## config.mk

```make
export PLATFORM = sky130hd
export DESIGN_NAME = xml_attribute_value_decoder_core_flat
export DESIGN_NICKNAME = d
export VERILOG_FILES = /design/src/sv/xavd_pkg.sv /design/src/sv/xavd_in_if.sv /design/src/sv/xavd_out_if.sv /design/src/sv/xavd_cmd_fifo.sv /design/src/sv/xavd_front.sv /design/src/sv/xavd_back.sv /design/src/sv/xml_attribute_value_decoder_core.sv /design/src/flat_wrapper.sv
export SDC_FILE = /design/constraint.sdc
export NUM_CORES = 1
export LEC_CHECK = 0
export ABC_CLOCK_PERIOD_IN_PS = 4300
export BUFFER_PORTS_ARGS = -buffer_cell sky130_fd_sc_hd__buf_2
export CAP_MARGIN = 30
export CORE_ASPECT_RATIO = 2
export CORE_MARGIN = 10
export CORE_UTILIZATION = 54
export CTS_BUF_LIST = sky130_fd_sc_hd__clkbuf_4 sky130_fd_sc_hd__clkbuf_8 sky130_fd_sc_hd__clkbuf_16
export CTS_CLUSTER_SIZE = 14
export DETAILED_ROUTE_END_ITERATION = 16
export PLACE_DENSITY_LB_ADDON = 0.1
export SLEW_MARGIN = 10
export SYNTH_ARGS = -nofsm -noshare
export SYNTH_HDL_FRONTEND = slang
export SYNTH_HIERARCHICAL = 1
export SYNTH_SLANG_ARGS = --single-unit
```

## constraint.sdc

```tcl
create_clock -name clk -period 4.3 [get_ports clk]
set_input_delay 0.43 -clock clk [delete_from_list [all_inputs] [get_ports clk]]
set_output_delay 0.43 -clock clk [all_outputs]
set_load 0.01 [all_outputs]
```

## src/sv/xavd_pkg.sv

```systemverilog
package xavd_pkg;

	localparam int CNT_W = 6;

	localparam logic [1:0] K_DATA = 2'd0;
	localparam logic [1:0] K_DONE = 2'd1;
	localparam logic [1:0] K_ERR  = 2'd2;

	localparam logic [2:0] E_NONE       = 3'd0;
	localparam logic [2:0] E_NOT_QUOTED = 3'd1;
	localparam logic [2:0] E_NO_VALUE   = 3'd2;
	localparam logic [2:0] E_BAD_NUM    = 3'd3;
	localparam logic [2:0] E_TOO_LONG   = 3'd4;

	localparam logic CMD_SINGLE = 1'b0;
	localparam logic CMD_REPLAY = 1'b1;

	localparam logic [7:0] CH_AMP    = 8'h26;
	localparam logic [7:0] CH_SEMI   = 8'h3B;
	localparam logic [7:0] CH_HASH   = 8'h23;
	localparam logic [7:0] CH_X      = 8'h78;
	localparam logic [7:0] CH_DQUOTE = 8'h22;
	localparam logic [7:0] CH_SQUOTE = 8'h27;

	localparam int NAME_NUM = 5;

	typedef struct packed {
		logic             op;
		logic [1:0]       kind;
		logic [7:0]       ch;
		logic [2:0]       err;
		logic             tail;
		logic [CNT_W-1:0] cnt;
	} cmd_t;

	typedef struct packed {
		logic             en;
		logic [CNT_W-1:0] addr;
		logic [7:0]       data;
	} wr_t;

	// names in order: lt, gt, amp, quot, apos
	function automatic logic [2:0] name_len(input logic [2:0] k);
		logic [2:0] len;
		case (k)
			3'd0, 3'd1: len = 3'd2;
			3'd2:       len = 3'd3;
			default:    len = 3'd4;
		endcase
		return len;
	endfunction

	function automatic logic [7:0] name_char(input logic [2:0] k, input logic [1:0] p);
		logic [7:0] c;
		case ({k, p})
			{3'd0, 2'd0}: c = 8'h6C;
			{3'd0, 2'd1}: c = 8'h74;
			{3'd1, 2'd0}: c = 8'h67;
			{3'd1, 2'd1}: c = 8'h74;
			{3'd2, 2'd0}: c = 8'h61;
			{3'd2, 2'd1}: c = 8'h6D;
			{3'd2, 2'd2}: c = 8'h70;
			{3'd3, 2'd0}: c = 8'h71;
			{3'd3, 2'd1}: c = 8'h75;
			{3'd3, 2'd2}: c = 8'h6F;
			{3'd3, 2'd3}: c = 8'h74;
			{3'd4, 2'd0}: c = 8'h61;
			{3'd4, 2'd1}: c = 8'h70;
			{3'd4, 2'd2}: c = 8'h6F;
			{3'd4, 2'd3}: c = 8'h73;
			default:      c = 8'h00;
		endcase
		return c;
	endfunction

	function automatic logic [7:0] name_out(input logic [2:0] k);
		logic [7:0] c;
		case (k)
			3'd0:    c = 8'h3C;
			3'd1:    c = 8'h3E;
			3'd2:    c = CH_AMP;
			3'd3:    c = CH_DQUOTE;
			default: c = CH_SQUOTE;
		endcase
		return c;
	endfunction

	// {valid, value}
	function automatic logic [4:0] digit_of(input logic [7:0] b, input logic hex);
		logic [4:0] r;
		r = 5'd0;
		if (b >= 8'h30 && b <= 8'h39)
			r = {1'b1, 4'(b - 8'h30)};
		else if (hex && b >= 8'h61 && b <= 8'h66)
			r = {1'b1, 4'(b - 8'h57)};
		else if (hex && b >= 8'h41 && b <= 8'h46)
			r = {1'b1, 4'(b - 8'h37)};
		return r;
	endfunction

endpackage

```

## src/sv/xavd_in_if.sv

```systemverilog
interface xavd_in_if;
	logic       valid;
	logic       ready;
	logic [7:0] in_byte;
	logic       start_value;
	logic       end_of_data;

	modport source (output valid, in_byte, start_value, end_of_data, input ready);
	modport sink (input valid, in_byte, start_value, end_of_data, output ready);
endinterface

```

## src/sv/xavd_out_if.sv

```systemverilog
interface xavd_out_if;
	logic       valid;
	logic       ready;
	logic [1:0] out_kind;
	logic [7:0] out_byte;
	logic [2:0] error_code;
	logic       last;

	modport source (output valid, out_kind, out_byte, error_code, last, input ready);
	modport sink (input valid, out_kind, out_byte, error_code, last, output ready);
endinterface

```

## src/sv/xavd_cmd_fifo.sv

```systemverilog
module xavd_cmd_fifo
	import xavd_pkg::*;
#(
	parameter int DEPTH = 2
) (
	input  logic clk,
	input  logic arst_n,
	input  logic push,
	input  cmd_t push_cmd,
	input  logic pop,
	output logic full,
	output logic cmd_valid,
	output cmd_t cmd
);

	localparam int PW = (DEPTH > 1) ? $clog2(DEPTH) : 1;
	localparam int QW = $clog2(DEPTH + 1);

	cmd_t          slot_q [DEPTH];
	logic [PW-1:0] wp_q;
	logic [PW-1:0] rp_q;
	logic [QW-1:0] cnt_q;

	assign full      = cnt_q == QW'(DEPTH);
	assign cmd_valid = cnt_q != '0;
	assign cmd       = slot_q[rp_q];

	always_ff @(posedge clk) begin
		if (push)
			slot_q[wp_q] <= push_cmd;
	end

	always_ff @(posedge clk or negedge arst_n) begin
		if (!arst_n) begin
			wp_q  <= '0;
			rp_q  <= '0;
			cnt_q <= '0;
		end else begin
			if (push)
				wp_q <= (wp_q == PW'(DEPTH - 1)) ? '0 : wp_q + 1'b1;
			if (pop)
				rp_q <= (rp_q == PW'(DEPTH - 1)) ? '0 : rp_q + 1'b1;
			if (push && !pop)
				cnt_q <= cnt_q + 1'b1;
			else if (pop && !push)
				cnt_q <= cnt_q - 1'b1;
		end
	end

`ifndef ASSERT_OFF
	a_no_push_full: assert property (@(posedge clk) disable iff (!arst_n)
		push |-> (!full || pop))
		else $error("request pushed into full queue");
	a_no_pop_empty: assert property (@(posedge clk) disable iff (!arst_n)
		pop |-> cmd_valid)
		else $error("pop from empty queue");
	a_cnt_range: assert property (@(posedge clk) disable iff (!arst_n)
		cnt_q <= QW'(DEPTH))
		else $error("queue fill count out of range");
`endif

endmodule

```

## src/sv/xavd_front.sv

```systemverilog
module xavd_front
	import xavd_pkg::*;
#(
	parameter int ENTITY_MAX = 16
) (
	input  logic clk,
	input  logic arst_n,
	xavd_in_if.sink in_ch,
	input  logic q_full,
	input  logic replay_done,
	output logic push,
	output cmd_t push_cmd,
	output wr_t  wr
);

	localparam int CW = $clog2(ENTITY_MAX + 1);

	localparam logic [1:0] PH_IDLE   = 2'd0;
	localparam logic [1:0] PH_VALUE  = 2'd1;
	localparam logic [1:0] PH_ENTITY = 2'd2;

	logic [1:0]          phase_q, phase_d;
	logic [7:0]          quote_q, quote_d;
	logic [CW-1:0]       ecnt_q, ecnt_d;
	logic                ovf_q, ovf_d;
	logic [NAME_NUM-1:0] match_q, match_d;
	logic                hash_q, hash_d;
	logic                hex_q, hex_d;
	logic                stop_q, stop_d;
	logic                dig_q, dig_d;
	logic [7:0]          val_q, val_d;
	logic                pend_q;

	logic       acc;
	logic       has_res;
	cmd_t       res;
	cmd_t       dec;
	logic       hit;
	logic [7:0] hit_ch;
	logic [4:0] dgt;
	logic [7:0] b;

	assign b           = in_ch.in_byte;
	assign in_ch.ready = !q_full && !pend_q;
	assign acc         = in_ch.valid && in_ch.ready;
	assign push        = acc && has_res;
	assign push_cmd    = res;

	// decode of the entity collected so far
	always_comb begin
		hit    = 1'b0;
		hit_ch = 8'h00;
		for (int k = 0; k < NAME_NUM; k++) begin
			if (match_q[k] && ecnt_q == CW'(name_len(3'(k)))) begin
				hit    = 1'b1;
				hit_ch = name_out(3'(k));
			end
		end
		dec      = '0;
		dec.op   = CMD_SINGLE;
		dec.kind = K_DATA;
		dec.err  = E_NONE;
		if (ovf_q) begin
			dec.kind = K_ERR;
			dec.err  = E_TOO_LONG;
		end else if (hit) begin
			dec.ch = hit_ch;
		end else if (hash_q) begin
			if (!dig_q) begin
				dec.kind = K_ERR;
				dec.err  = E_BAD_NUM;
			end else begin
				dec.ch = val_q;
			end
		end else begin
			dec.op  = CMD_REPLAY;
			dec.cnt = CNT_W'(ecnt_q);
		end
	end

	always_comb begin
		phase_d = phase_q;
		quote_d = quote_q;
		ecnt_d  = ecnt_q;
		ovf_d   = ovf_q;
		match_d = match_q;
		hash_d  = hash_q;
		hex_d   = hex_q;
		stop_d  = stop_q;
		dig_d   = dig_q;
		val_d   = val_q;
		has_res = 1'b0;
		res     = '0;
		wr      = '0;
		dgt     = digit_of(b, hex_q);

		if (in_ch.end_of_data) begin
			has_res = 1'b1;
			phase_d = PH_IDLE;
			if (phase_q == PH_VALUE) begin
				res.kind = K_DONE;
			end else if (phase_q == PH_ENTITY) begin
				res      = dec;
				res.tail = 1'b1;
			end else begin
				res.kind = K_ERR;
				res.err  = E_NO_VALUE;
			end
		end else if (in_ch.start_value) begin
			if (b == CH_DQUOTE || b == CH_SQUOTE) begin
				quote_d = b;
				phase_d = PH_VALUE;
			end else begin
				has_res  = 1'b1;
				res.kind = K_ERR;
				res.err  = E_NOT_QUOTED;
				phase_d  = PH_IDLE;
			end
		end else begin
			unique case (phase_q)
				PH_VALUE: begin
					if (b == quote_q) begin
						has_res  = 1'b1;
						res.kind = K_DONE;
						phase_d  = PH_IDLE;
					end else if (b == CH_AMP) begin
						ecnt_d  = '0;
						ovf_d   = 1'b0;
						match_d = '1;
						hash_d  = 1'b0;
						hex_d   = 1'b0;
						stop_d  = 1'b0;
						dig_d   = 1'b0;
						val_d   = 8'h00;
						phase_d = PH_ENTITY;
					end else begin
						has_res  = 1'b1;
						res.kind = K_DATA;
						res.ch   = b;
					end
				end
				PH_ENTITY: begin
					if (b == CH_SEMI) begin
						has_res = 1'b1;
						res     = dec;
						phase_d = PH_VALUE;
					end else if (ecnt_q < CW'(ENTITY_MAX)) begin
						wr.en   = acc;
						wr.addr = CNT_W'(ecnt_q);
						wr.data = b;
						ecnt_d  = ecnt_q + 1'b1;
						for (int k = 0; k < NAME_NUM; k++)
							match_d[k] = match_q[k] && (ecnt_q < CW'(name_len(3'(k))))
								&& b == name_char(3'(k), ecnt_q[1:0]);
						if (ecnt_q == '0) begin
							hash_d = b == CH_HASH;
						end else if (hash_q && !stop_q) begin
							if (ecnt_q == CW'(1) && b == CH_X) begin
								hex_d = 1'b1;
							end else if (!dgt[4]) begin
								stop_d = 1'b1;
							end else begin
								dig_d = 1'b1;
								if (hex_q)
									val_d = {val_q[3:0], dgt[3:0]};
								else
									val_d = (val_q << 3) + (val_q << 1) + {4'h0, dgt[3:0]};
							end
						end
					end else begin
						ovf_d = 1'b1;
					end
				end
				default: phase_d = PH_IDLE;
			endcase
		end
	end

	always_ff @(posedge clk or negedge arst_n) begin
		if (!arst_n) begin
			phase_q <= PH_IDLE;
			quote_q <= 8'h00;
			ecnt_q  <= '0;
			ovf_q   <= 1'b0;
			match_q <= '0;
			hash_q  <= 1'b0;
			hex_q   <= 1'b0;
			stop_q  <= 1'b0;
			dig_q   <= 1'b0;
			val_q   <= 8'h00;
			pend_q  <= 1'b0;
		end else begin
			if (acc) begin
				phase_q <= phase_d;
				quote_q <= quote_d;
				ecnt_q  <= ecnt_d;
				ovf_q   <= ovf_d;
				match_q <= match_d;
				hash_q  <= hash_d;
				hex_q   <= hex_d;
				stop_q  <= stop_d;
				dig_q   <= dig_d;
				val_q   <= val_d;
			end
			// hold off until the entity buffer has been replayed
			if (push && res.op == CMD_REPLAY)
				pend_q <= 1'b1;
			else if (replay_done)
				pend_q <= 1'b0;
		end
	end

endmodule

```

## src/sv/xavd_back.sv

```systemverilog
module xavd_back
	import xavd_pkg::*;
#(
	parameter int ENTITY_MAX = 16
) (
	input  logic clk,
	input  logic arst_n,
	input  logic cmd_valid,
	input  cmd_t cmd,
	input  wr_t  wr,
	output logic pop,
	output logic replay_done,
	xavd_out_if.source out_ch
);

	localparam int AW = $clog2(ENTITY_MAX);
	localparam int JW = $clog2(ENTITY_MAX + 3);

	logic [7:0]    ent_mem [ENTITY_MAX];
	logic [7:0]    rd_q;
	logic [AW-1:0] ptr_q, ptr_d;

	logic          act_q;
	cmd_t          cur_q;
	logic [JW-1:0] j_q;

	logic          ov_q;
	logic [1:0]    kind_q;
	logic [7:0]    ch_q;
	logic [2:0]    err_q;
	logic          last_q;

	logic          adv;
	logic          fin;
	logic [JW-1:0] body_end;
	logic [1:0]    n_kind;
	logic [7:0]    n_ch;
	logic [2:0]    n_err;
	logic          n_last;

	assign out_ch.valid      = ov_q;
	assign out_ch.out_kind   = kind_q;
	assign out_ch.out_byte   = ch_q;
	assign out_ch.error_code = err_q;
	assign out_ch.last       = last_q;

	assign adv         = act_q && (!ov_q || out_ch.ready);
	assign body_end    = (cur_q.op == CMD_REPLAY) ? JW'(cur_q.cnt) + 1'b1 : '0;
	assign fin         = j_q == body_end + JW'(cur_q.tail);
	assign pop         = cmd_valid && (!act_q || (adv && fin));
	assign replay_done = adv && fin && cur_q.op == CMD_REPLAY;

	// advance the read address so the next stored byte is in rd_q by the next cycle
	assign ptr_d = (adv && j_q < JW'(cur_q.cnt)) ? j_q[AW-1:0] : ptr_q;

	always_comb begin
		n_kind = K_DATA;
		n_ch   = 8'h00;
		n_err  = E_NONE;
		n_last = 1'b0;
		if (j_q > body_end) begin
			n_kind = K_DONE;
			n_last = 1'b1;
		end else if (cur_q.op == CMD_SINGLE) begin
			n_kind = cur_q.kind;
			n_ch   = cur_q.ch;
			n_err  = cur_q.err;
			n_last = !cur_q.tail;
		end else if (j_q == '0) begin
			n_ch = CH_AMP;
		end else if (j_q == body_end) begin
			n_ch   = CH_SEMI;
			n_last = !cur_q.tail;
		end else begin
			n_ch = rd_q;
		end
	end

	always_ff @(posedge clk) begin
		if (wr.en)
			ent_mem[wr.addr[AW-1:0]] <= wr.data;
		rd_q <= ent_mem[ptr_d];
	end

	always_ff @(posedge clk) begin
		if (pop)
			cur_q <= cmd;
		if (adv) begin
			kind_q <= n_kind;
			ch_q   <= n_ch;
			err_q  <= n_err;
			last_q <= n_last;
		end
	end

	always_ff @(posedge clk or negedge arst_n) begin
		if (!arst_n) begin
			act_q <= 1'b0;
			j_q   <= '0;
			ptr_q <= '0;
			ov_q  <= 1'b0;
		end else begin
			ptr_q <= ptr_d;
			if (pop) begin
				act_q <= 1'b1;
				j_q   <= '0;
			end else if (adv && fin) begin
				act_q <= 1'b0;
			end else if (adv) begin
				j_q <= j_q + 1'b1;
			end
			if (adv)
				ov_q <= 1'b1;
			else if (out_ch.ready)
				ov_q <= 1'b0;
		end
	end

`ifndef ASSERT_OFF
	a_pop_when_free: assert property (@(posedge clk) disable iff (!arst_n)
		pop |-> (!act_q || (adv && fin)))
		else $error("request taken while previous one still running");
	a_single_steps: assert property (@(posedge clk) disable iff (!arst_n)
		(act_q && cur_q.op == CMD_SINGLE) |-> (j_q <= JW'(cur_q.tail)))
		else $error("single request ran past its steps");
	a_replay_len: assert property (@(posedge clk) disable iff (!arst_n)
		(act_q && cur_q.op == CMD_REPLAY) |-> (cur_q.cnt <= CNT_W'(ENTITY_MAX)))
		else $error("replay longer than entity buffer");
`endif

endmodule

```

## src/sv/xml_attribute_value_decoder_core.sv

```systemverilog
// XML attribute value decoder.
// in_ch carries one byte of the attribute value per request (with start_value
// marking the opening quote and end_of_data marking the end of the source);
// out_ch carries decoded results: data bytes, value complete, or an error,
// with last set on the final result caused by each input request.
// The front end takes one input request per cycle while in_ch.ready is high,
// tracks the quote and the entity being collected, and queues at most one
// decode request per input. The back end turns each queued request into
// results at one per cycle from its output register while out_ch is not
// stalled. An unknown entity is replayed literally from the entity buffer as
// '&', the stored bytes and ';', and input is held off from the ';' until the
// replay finishes. Otherwise, with no stall, the sustained rate is one byte a cycle.
// When the receiver stalls, the output register holds, the request queue
// fills and in_ch.ready drops. After reset the block awaits an opening quote
// with an empty queue; the entity buffer is not cleared and needs no sweep.
module xml_attribute_value_decoder_core
	import xavd_pkg::*;
#(
	parameter int ENTITY_MAX  = 16,
	parameter int QUEUE_DEPTH = 2
) (
	input  logic clk,
	input  logic arst_n,
	xavd_in_if.sink    in_ch,
	xavd_out_if.source out_ch
);

	logic q_full;
	logic push;
	cmd_t push_cmd;
	logic pop;
	logic cmd_valid;
	cmd_t cmd;
	wr_t  wr;
	logic replay_done;

	xavd_front #(
		.ENTITY_MAX(ENTITY_MAX)
	) u_front (
		.clk        (clk),
		.arst_n     (arst_n),
		.in_ch      (in_ch),
		.q_full     (q_full),
		.replay_done(replay_done),
		.push       (push),
		.push_cmd   (push_cmd),
		.wr         (wr)
	);

	xavd_cmd_fifo #(
		.DEPTH(QUEUE_DEPTH)
	) u_fifo (
		.clk      (clk),
		.arst_n   (arst_n),
		.push     (push),
		.push_cmd (push_cmd),
		.pop      (pop),
		.full     (q_full),
		.cmd_valid(cmd_valid),
		.cmd      (cmd)
	);

	xavd_back #(
		.ENTITY_MAX(ENTITY_MAX)
	) u_back (
		.clk        (clk),
		.arst_n     (arst_n),
		.cmd_valid  (cmd_valid),
		.cmd        (cmd),
		.wr         (wr),
		.pop        (pop),
		.replay_done(replay_done),
		.out_ch     (out_ch)
	);

endmodule
```

## src/flat_wrapper.sv

```systemverilog
// flat-port wrapper written by rule: the top's interface ports become plain ports
module xml_attribute_value_decoder_core_flat import xavd_pkg::*;
#(
	parameter int ENTITY_MAX  = 16,
	parameter int QUEUE_DEPTH = 2
)
  (clk, arst_n, in_ch_valid, in_ch_in_byte, in_ch_start_value, in_ch_end_of_data, in_ch_ready, out_ch_valid, out_ch_out_kind, out_ch_out_byte, out_ch_error_code, out_ch_last, out_ch_ready);
  xavd_in_if in_ch_i ();
  xavd_out_if out_ch_i ();
  input  logic clk;
  input  logic arst_n;
  input wire logic [$bits(in_ch_i.valid)-1:0] in_ch_valid;
  input wire logic [$bits(in_ch_i.in_byte)-1:0] in_ch_in_byte;
  input wire logic [$bits(in_ch_i.start_value)-1:0] in_ch_start_value;
  input wire logic [$bits(in_ch_i.end_of_data)-1:0] in_ch_end_of_data;
  output wire logic [$bits(in_ch_i.ready)-1:0] in_ch_ready;
  output wire logic [$bits(out_ch_i.valid)-1:0] out_ch_valid;
  output wire logic [$bits(out_ch_i.out_kind)-1:0] out_ch_out_kind;
  output wire logic [$bits(out_ch_i.out_byte)-1:0] out_ch_out_byte;
  output wire logic [$bits(out_ch_i.error_code)-1:0] out_ch_error_code;
  output wire logic [$bits(out_ch_i.last)-1:0] out_ch_last;
  input wire logic [$bits(out_ch_i.ready)-1:0] out_ch_ready;
  assign in_ch_i.valid = in_ch_valid;
  assign in_ch_i.in_byte = in_ch_in_byte;
  assign in_ch_i.start_value = in_ch_start_value;
  assign in_ch_i.end_of_data = in_ch_end_of_data;
  assign in_ch_ready = in_ch_i.ready;
  assign out_ch_valid = out_ch_i.valid;
  assign out_ch_out_kind = out_ch_i.out_kind;
  assign out_ch_out_byte = out_ch_i.out_byte;
  assign out_ch_error_code = out_ch_i.error_code;
  assign out_ch_last = out_ch_i.last;
  assign out_ch_i.ready = out_ch_ready;
  xml_attribute_value_decoder_core #(.ENTITY_MAX(ENTITY_MAX), .QUEUE_DEPTH(QUEUE_DEPTH)) u_core (.clk(clk), .arst_n(arst_n), .in_ch(in_ch_i), .out_ch(out_ch_i));
endmodule
```

# ---- Word level (Yosys, flattened, before mapping)
# Memories as Yosys holds them, arrays and structs flattened. A register that Yosys moved wholly into a read port is not among the register bits.
# Cells that the tools add are included.
dict set report op_classes {
  addsub 13
  n_mul 0
  n_div 0
  order_cmp 12
  eq_ne 39
  shift 0
  muxes 193
  bitwise 2
  n_reduce_logical 64
}
# cell count
set op_table {}
lappend op_table {{two-way mux 8 bit} 47}
lappend op_table {{two-way mux 5 bit} 18}
lappend op_table {{two-way mux 15 bit} 5}
lappend op_table {{one-hot mux 8 bit (4 select lines)} 2}
lappend op_table {{two-way mux 3 bit} 21}
lappend op_table {{two-way mux 1 bit} 59}
lappend op_table {{equality test 8 bit} 6}
lappend op_table {{two-way mux 21 bit} 2}
lappend op_table {{equality test 8 x 6 -> 1 bit (second input constant)} 5}
lappend op_table {{two-way mux 13 bit} 3}
lappend op_table {{logical AND 1 bit} 33}
lappend op_table {{two-way mux 2 bit} 15}
lappend op_table {{one-hot mux 7 bit (2 select lines)} 2}
lappend op_table {{AND reduction 12 bit} 2}
lappend op_table {{one-hot mux 7 bit (3 select lines)} 1}
lappend op_table {{one-hot mux 10 bit (2 select lines)} 1}
lappend op_table {{one-hot mux 5 bit (2 select lines)} 2}
lappend op_table {{two-way mux 18 bit} 1}
lappend op_table {{greater-or-equal comparator 8 x 7 -> 1 bit (second input constant)} 2}
lappend op_table {{<= comparator 8 x 7 -> 1 bit (second input constant)} 2}
lappend op_table {{one-hot mux 8 bit (2 select lines)} 1}
lappend op_table {{AND reduction 8 bit} 2}
lappend op_table {{adder 5 x 1 -> 5 bit (second input constant)} 3}
lappend op_table {{< comparator 5 x 3 -> 1 bit} 3}
lappend op_table {{42 further kinds} 85}
dict set report word_totals {
  register_bits 63
  latch_bits 0
  mem_bits_rw 170
  rom_bits 0
  inputBits 14
  out_inout_bits 16
  wordCells 348
  n_memories 2
}
# memory depth word_bits read_ports rd_ports_with_merged_regs wr line
set memory_table {}
lappend memory_table {u_core.u_back.ent_mem 16 8 1 1 1 xavd_back.sv:19} ;# logic [7:0] ent_mem [ENTITY_MAX];
lappend memory_table {u_core.u_fifo.slot_q 2 21 1 1 1 xavd_cmd_fifo.sv:19} ;# cmd_t slot_q [DEPTH];

# ---- Depth between registers and ports, before layout
dict set report logic_depth {
  depth_word 18
  mapped_depth 15
  mapped_depth_nobuf 14
}

# ---- Cells and area by module
# The synthesis kept the hierarchy.
# module instances cells_each area_each_um2 seq_area_each_um2
set modules_own_cells {}
lappend modules_own_cells {xavd_back 1 474 7412.1 5300.1}
lappend modules_own_cells {xavd_front 1 388 3340.7 850.8}
lappend modules_own_cells {xavd_cmd_fifo 1 81 1709.1 1361.3}

# ---- Worst setup path after synthesis
# Ideal clock, no wire load.
dict set report synth_timing {
  path_type {input-to-reg}
  start {input port in_ch_in_byte[0]}
  end {register u_core.u_front.val_q[7]}
  setup_ns 0.064
  t_arrival_ns 3.550
  required_ns 4.236
  path_slack_ns 0.686
  cell_stages 14
  n_path_buf 1
  cell_sequence {buf_1 > inv_1 > ha_1 > o21bai_1 > a2111oi_2 > a21oi_1 > fa_1 > inv_1 > ha_1 > a211oi_1 > o21bai_1 > a2111o_1 > o211ai_1 > mux2_4}
}
dict set report synth_via {
  elab_chain_len 15
  word_cells_on_any_way 37
  cone_classes {add/sub: 4; order compare: 6; eq/ne: 9; mux: 11; reduce/logical: 7}
}
# item line
set synth_lines {}
lappend synth_lines {{start, declared} flat_wrapper.sv:13} ;# input wire logic [$bits(in_ch_i.in_byte)-1:0] in_ch_in_byte;
lappend synth_lines {{greater-or-equal comparator 8 x 7 -> 1 bit} xavd_pkg.sv:96} ;# else if (hex && b >= 8'h41 && b <= 8'h46)
lappend synth_lines {{logical AND 1 bit (2 in series)} xavd_pkg.sv:96}
lappend synth_lines {{two-way mux 5 bit} xavd_pkg.sv:96}
lappend synth_lines {{two-way mux 5 bit} xavd_pkg.sv:94} ;# else if (hex && b >= 8'h61 && b <= 8'h66)
lappend synth_lines {{two-way mux 5 bit} xavd_pkg.sv:92} ;# if (b >= 8'h30 && b <= 8'h39)
lappend synth_lines {{adder 8 x 4 -> 8 bit} xavd_front.sv:167} ;# val_d = (val_q << 3) + (val_q << 1) + {4'h0, dgt[3:0]};
lappend synth_lines {{two-way mux 8 bit} xavd_front.sv:164} ;# if (hex_q)
lappend synth_lines {{two-way mux 8 bit} xavd_front.sv:160} ;# end else if (!dgt[4]) begin
lappend synth_lines {{two-way mux 8 bit} xavd_front.sv:158} ;# if (ecnt_q == CW'(1) && b == CH_X) begin
lappend synth_lines {{two-way mux 8 bit} xavd_front.sv:157} ;# end else if (hash_q && !stop_q) begin
lappend synth_lines {{two-way mux 8 bit} xavd_front.sv:155} ;# if (ecnt_q == '0) begin
lappend synth_lines {{two-way mux 8 bit} xavd_front.sv:147} ;# end else if (ecnt_q < CW'(ENTITY_MAX)) begin
lappend synth_lines {{two-way mux 8 bit} xavd_front.sv:143} ;# if (b == CH_SEMI) begin
lappend synth_lines {{one-hot mux 8 bit (2 select lines)} xavd_front.sv:120} ;# unique case (phase_q)
lappend synth_lines {{end signal, assigned} xavd_front.sv:203} ;# val_q <= val_d;
lappend synth_lines {{end, declared} xavd_front.sv:31} ;# logic [7:0] val_q, val_d;
# Parallel ways exist; a longest one is shown, timed or not. The select of a mux whose other input is x is not followed.
# A chain may end at the register's enable or synchronous reset.

# ---- Worst setup path after layout
dict set report layout_timing {
  start {register, netlist name u_core/u_back/cur_q[20]}
  end {register u_core.u_fifo.cnt_q[1]}
}
dict set report layout_via {
  elab_chain_len 9
  word_cells_on_any_way 11
  cone_classes {add/sub: 1; eq/ne: 1; mux: 2; reduce/logical: 7}
}
# item line
set layout_lines {}
lappend layout_lines {{two-way mux 5 bit *} xavd_back.sv:48} ;# assign body_end = (cur_q.op == CMD_REPLAY) ? JW'(cur_q.cnt) + 1'b1 : '0;
lappend layout_lines {{adder 5 x 1 -> 5 bit *} xavd_back.sv:49} ;# assign fin = j_q == body_end + JW'(cur_q.tail);
lappend layout_lines {{equality test 5 bit *} xavd_back.sv:49}
lappend layout_lines {{logical AND 1 bit *} xavd_back.sv:50} ;# assign pop = cmd_valid && (!act_q || (adv && fin));
lappend layout_lines {{logical OR 1 bit *} xavd_back.sv:50}
lappend layout_lines {{logical AND 1 bit *} xavd_back.sv:50}
lappend layout_lines {{named net u_core.pop} xml_attribute_value_decoder_core.sv:31} ;# logic pop;
lappend layout_lines {{zero test 1 bit} xavd_cmd_fifo.sv:43} ;# if (push && !pop)
lappend layout_lines {{logical AND 1 bit} xavd_cmd_fifo.sv:43}
lappend layout_lines {{two-way mux 2 bit or nonzero test 2 bit (tied branches)} --}
lappend layout_lines {{end signal, assigned} xavd_cmd_fifo.sv:44} ;# cnt_q <= cnt_q + 1'b1;
lappend layout_lines {{end signal, assigned} xavd_cmd_fifo.sv:46} ;# cnt_q <= cnt_q - 1'b1;
lappend layout_lines {{end, declared} xavd_cmd_fifo.sv:22} ;# logic [QW-1:0] cnt_q;
# Mark *: on every way through the listed nets, which the timed path passes. The rest lies on a longest branch.

==> reports/metrics.yaml <==
instances_no_fill: 1285
clockRootBuffer: "clkbuf_16"
hold_class: "in2reg"
relSlewSlack: 0.399
num_antenna_cells: 0
syn_nets: 989
die_h_um: 234
final_cell_mix: "edfxtp_1 (202), mux2i_1 (73), dfrtp_1 (49)"
h-tree-depth: 1
finalCritPeriodShare: 0.796
syn_inst: 936
powerDensity_nw_per_um2: 559
drt-initial-drc-count: 535
p_leak_nw: 5.06
worstSkewPairLatency_ns: 0.52
ioPinCount: 30
path_delay_family: "simple AND/OR/NAND/NOR gates"
reg2reg_slack_ns: 0.88
grt_pass1_vias: 7984
grt.overflow.total: 0
die_x_um: 127
path_class: "reg2reg"
hold_viol_final: 0
core.rowCount: 78
dp_hpwl_um: 22600
critPathBufInv: 3
synth.avg_cell_area_um2: 13.2
wl_um: 30200
setup_viol: 0
worst_pin_slew_ns: 0.900
ir_drop_mv: 0.423
cp_data_arrival_time_ns: 3.86
antenna_found_initial: 0
wl_met2_um: 17300
startpoint_type: "register"
cp-end-kind: "register"
required_ns: 4.74
dp_cells: 1245
rsz0062_at_grt: "false"
layout-drive-gt1-share: 0.172
fmax_mhz: 292
syn2layout_area_growth_pct: 10.8
layout_commonest_cell: "edfxtp_1"
fillers: 1830
vias_per_cell: 6.09
cts_setup_buffers: 0
numCtsBuffers: 23
start_util: 0.546
synth_area_um2: 12400
first_pass_iters: 7
wl_met1_um: 10200
cap_violations: 0
cts_sinks: 259
period_minus_slack_ns: 3.42
antenna_left: 0
slowest_delay_ns: 0.38
run_status: "finished, final reports clean"
highest_layer: "met4"
fp.coreArea_um2: 22600
die_area_um2: 29700
finalMaxSlewViolations: 0
clockBufferDepth: 3
cp_max_fo: 19
yosys_warnings: 6
route.vias.total: 7824
cpMaxStageDelayCell: "a211o_1"
gp_congestion: 0.934
drt-wirelength-per-cell_um: 23.5
grt_pass1_wl_um: 46700
final.setup.tns_ns: 0
fin_nets: 1044
track_usage: 0.203
grt_max_degree: 37
io_buffers: 29
clk_pin_slew_ns: 0.07
dr_wl_met3_um: 941
cts_tree: "built"
drc: 0
path_cells: "buf_4, inv_1, nor2_1, ha_1, nand3_1, or3_4, a211o_1, a211o_1, or2_4, a21boi_4, inv_1, ha_1, xor2_1, nor2_1, xor2_1"
clock_skew_ns: 0.0147
[worst register-to-register path: cells and delay by family, from the launching register on]
family,cells,cell delay [ns]
AOI/OAI and AO/OA,3,0.84
DFF,1,0.33
adders and majority gates,2,0.39
xor gates and xnor gates,2,0.30
and+or+nand+nor,5,1.04
buffers and inverters,3,0.45
[report_power, final]
group / internal, W / leakage [nW] / switching, W
registers: 0.00306 / 2.29 / 0.000269
clock network: 0.00113 / 0.360 / 0.000845
logic: 0.00102 / 2.40 / 0.00133
total: 0.00522 / 5.06 / 0.00245
[registers in the layout (all words and copies together) (netlist names), 5 cells and up]
| signal | cells |
|---|---|
| u_core/u_fifo/slot_q | 40 |
| u_core/u_back/rd_q | 8 |
| u_core/u_back/out_ch.out_byte | 8 |
| u_core/u_back/cur_q | 20 |
| u_core/u_back/j_q | 5 |
| u_core/u_front/ecnt_q | 5 |
| u_core/u_front/match_q | 5 |
| u_core/u_front/quote_q | 8 |
| u_core/u_back/ent_mem | 128 |
| u_core/u_front/val_q | 8 |
[through the flow]
stage                     setup slack (ns)  instance area (um2)  hold WS (ns)  utilization  power (W)
after floorplan                      0.686                12400         0.134            -    0.00502
after global placement               0.586                13000         0.379        0.573    0.00570
after detailed placement             0.521                13000         0.381        0.573    0.00574
after CTS                            0.877                13700         0.260        0.605    0.00772
after global routing                 0.667                13700         0.287        0.605    0.00804
final                                0.877                13700         0.267        0.605    0.00767
[layout make-up]
| class | count | area, um2 | share of cell area |
|---|---|---|---|
| clock buffer | 34 | 664 | 0.0485 |
| timing repair buffer | 70 | 468 | 0.0342 |
| tap | 280 | 350 | 0.0256 |
| sequential | 259 | 7450 | 0.544 |
| inverter | 39 | 146 | 0.0107 |
| multi-input combinational | 598 | 4570 | 0.333 |
| clock inverter | 5 | 51.3 | 0.00374 |
[routing by layer]
| layer | track usage | vias to the layer above |
|---|---|---|
| met5 | 0 | - |
| met4 | 0.120 | 0 |
| met3 | 0.0206 | 89 |
| met2 | 0.399 | 224 |
| met1 | 0.197 | 3855 |
| li1 | - | 3656 |
[worst paths after layout]
kind                                         start                    endpoint  cells past startpoint
max in group asynchronous                   arst_n    u_core/u_front/ecnt_q[1]                      3
min in group asynchronous                   arst_n  u_core/u_back/out_ch.valid                      2
setup reg to reg           u_core/u_back/cur_q[20]      u_core/u_fifo/cnt_q[1]                     15
hold / removal                        out_ch_ready  u_core/u_back/out_ch.valid                      3
hold reg to reg             u_core/u_fifo/cnt_q[1]      u_core/u_fifo/cnt_q[1]                      1
setup / recovery           u_core/u_back/cur_q[20]      u_core/u_fifo/cnt_q[1]                     15
[what timing repair did]
action | 4_1_cts | 5_1_grt
resized for setup | 0 | 0
endpoints found under the hold margin | 13 | 0
endpoints found under the setup margin | 0 | 0
hold buffers | 1 | 0
No activity file was read; power rests on OpenSTA's default activity.
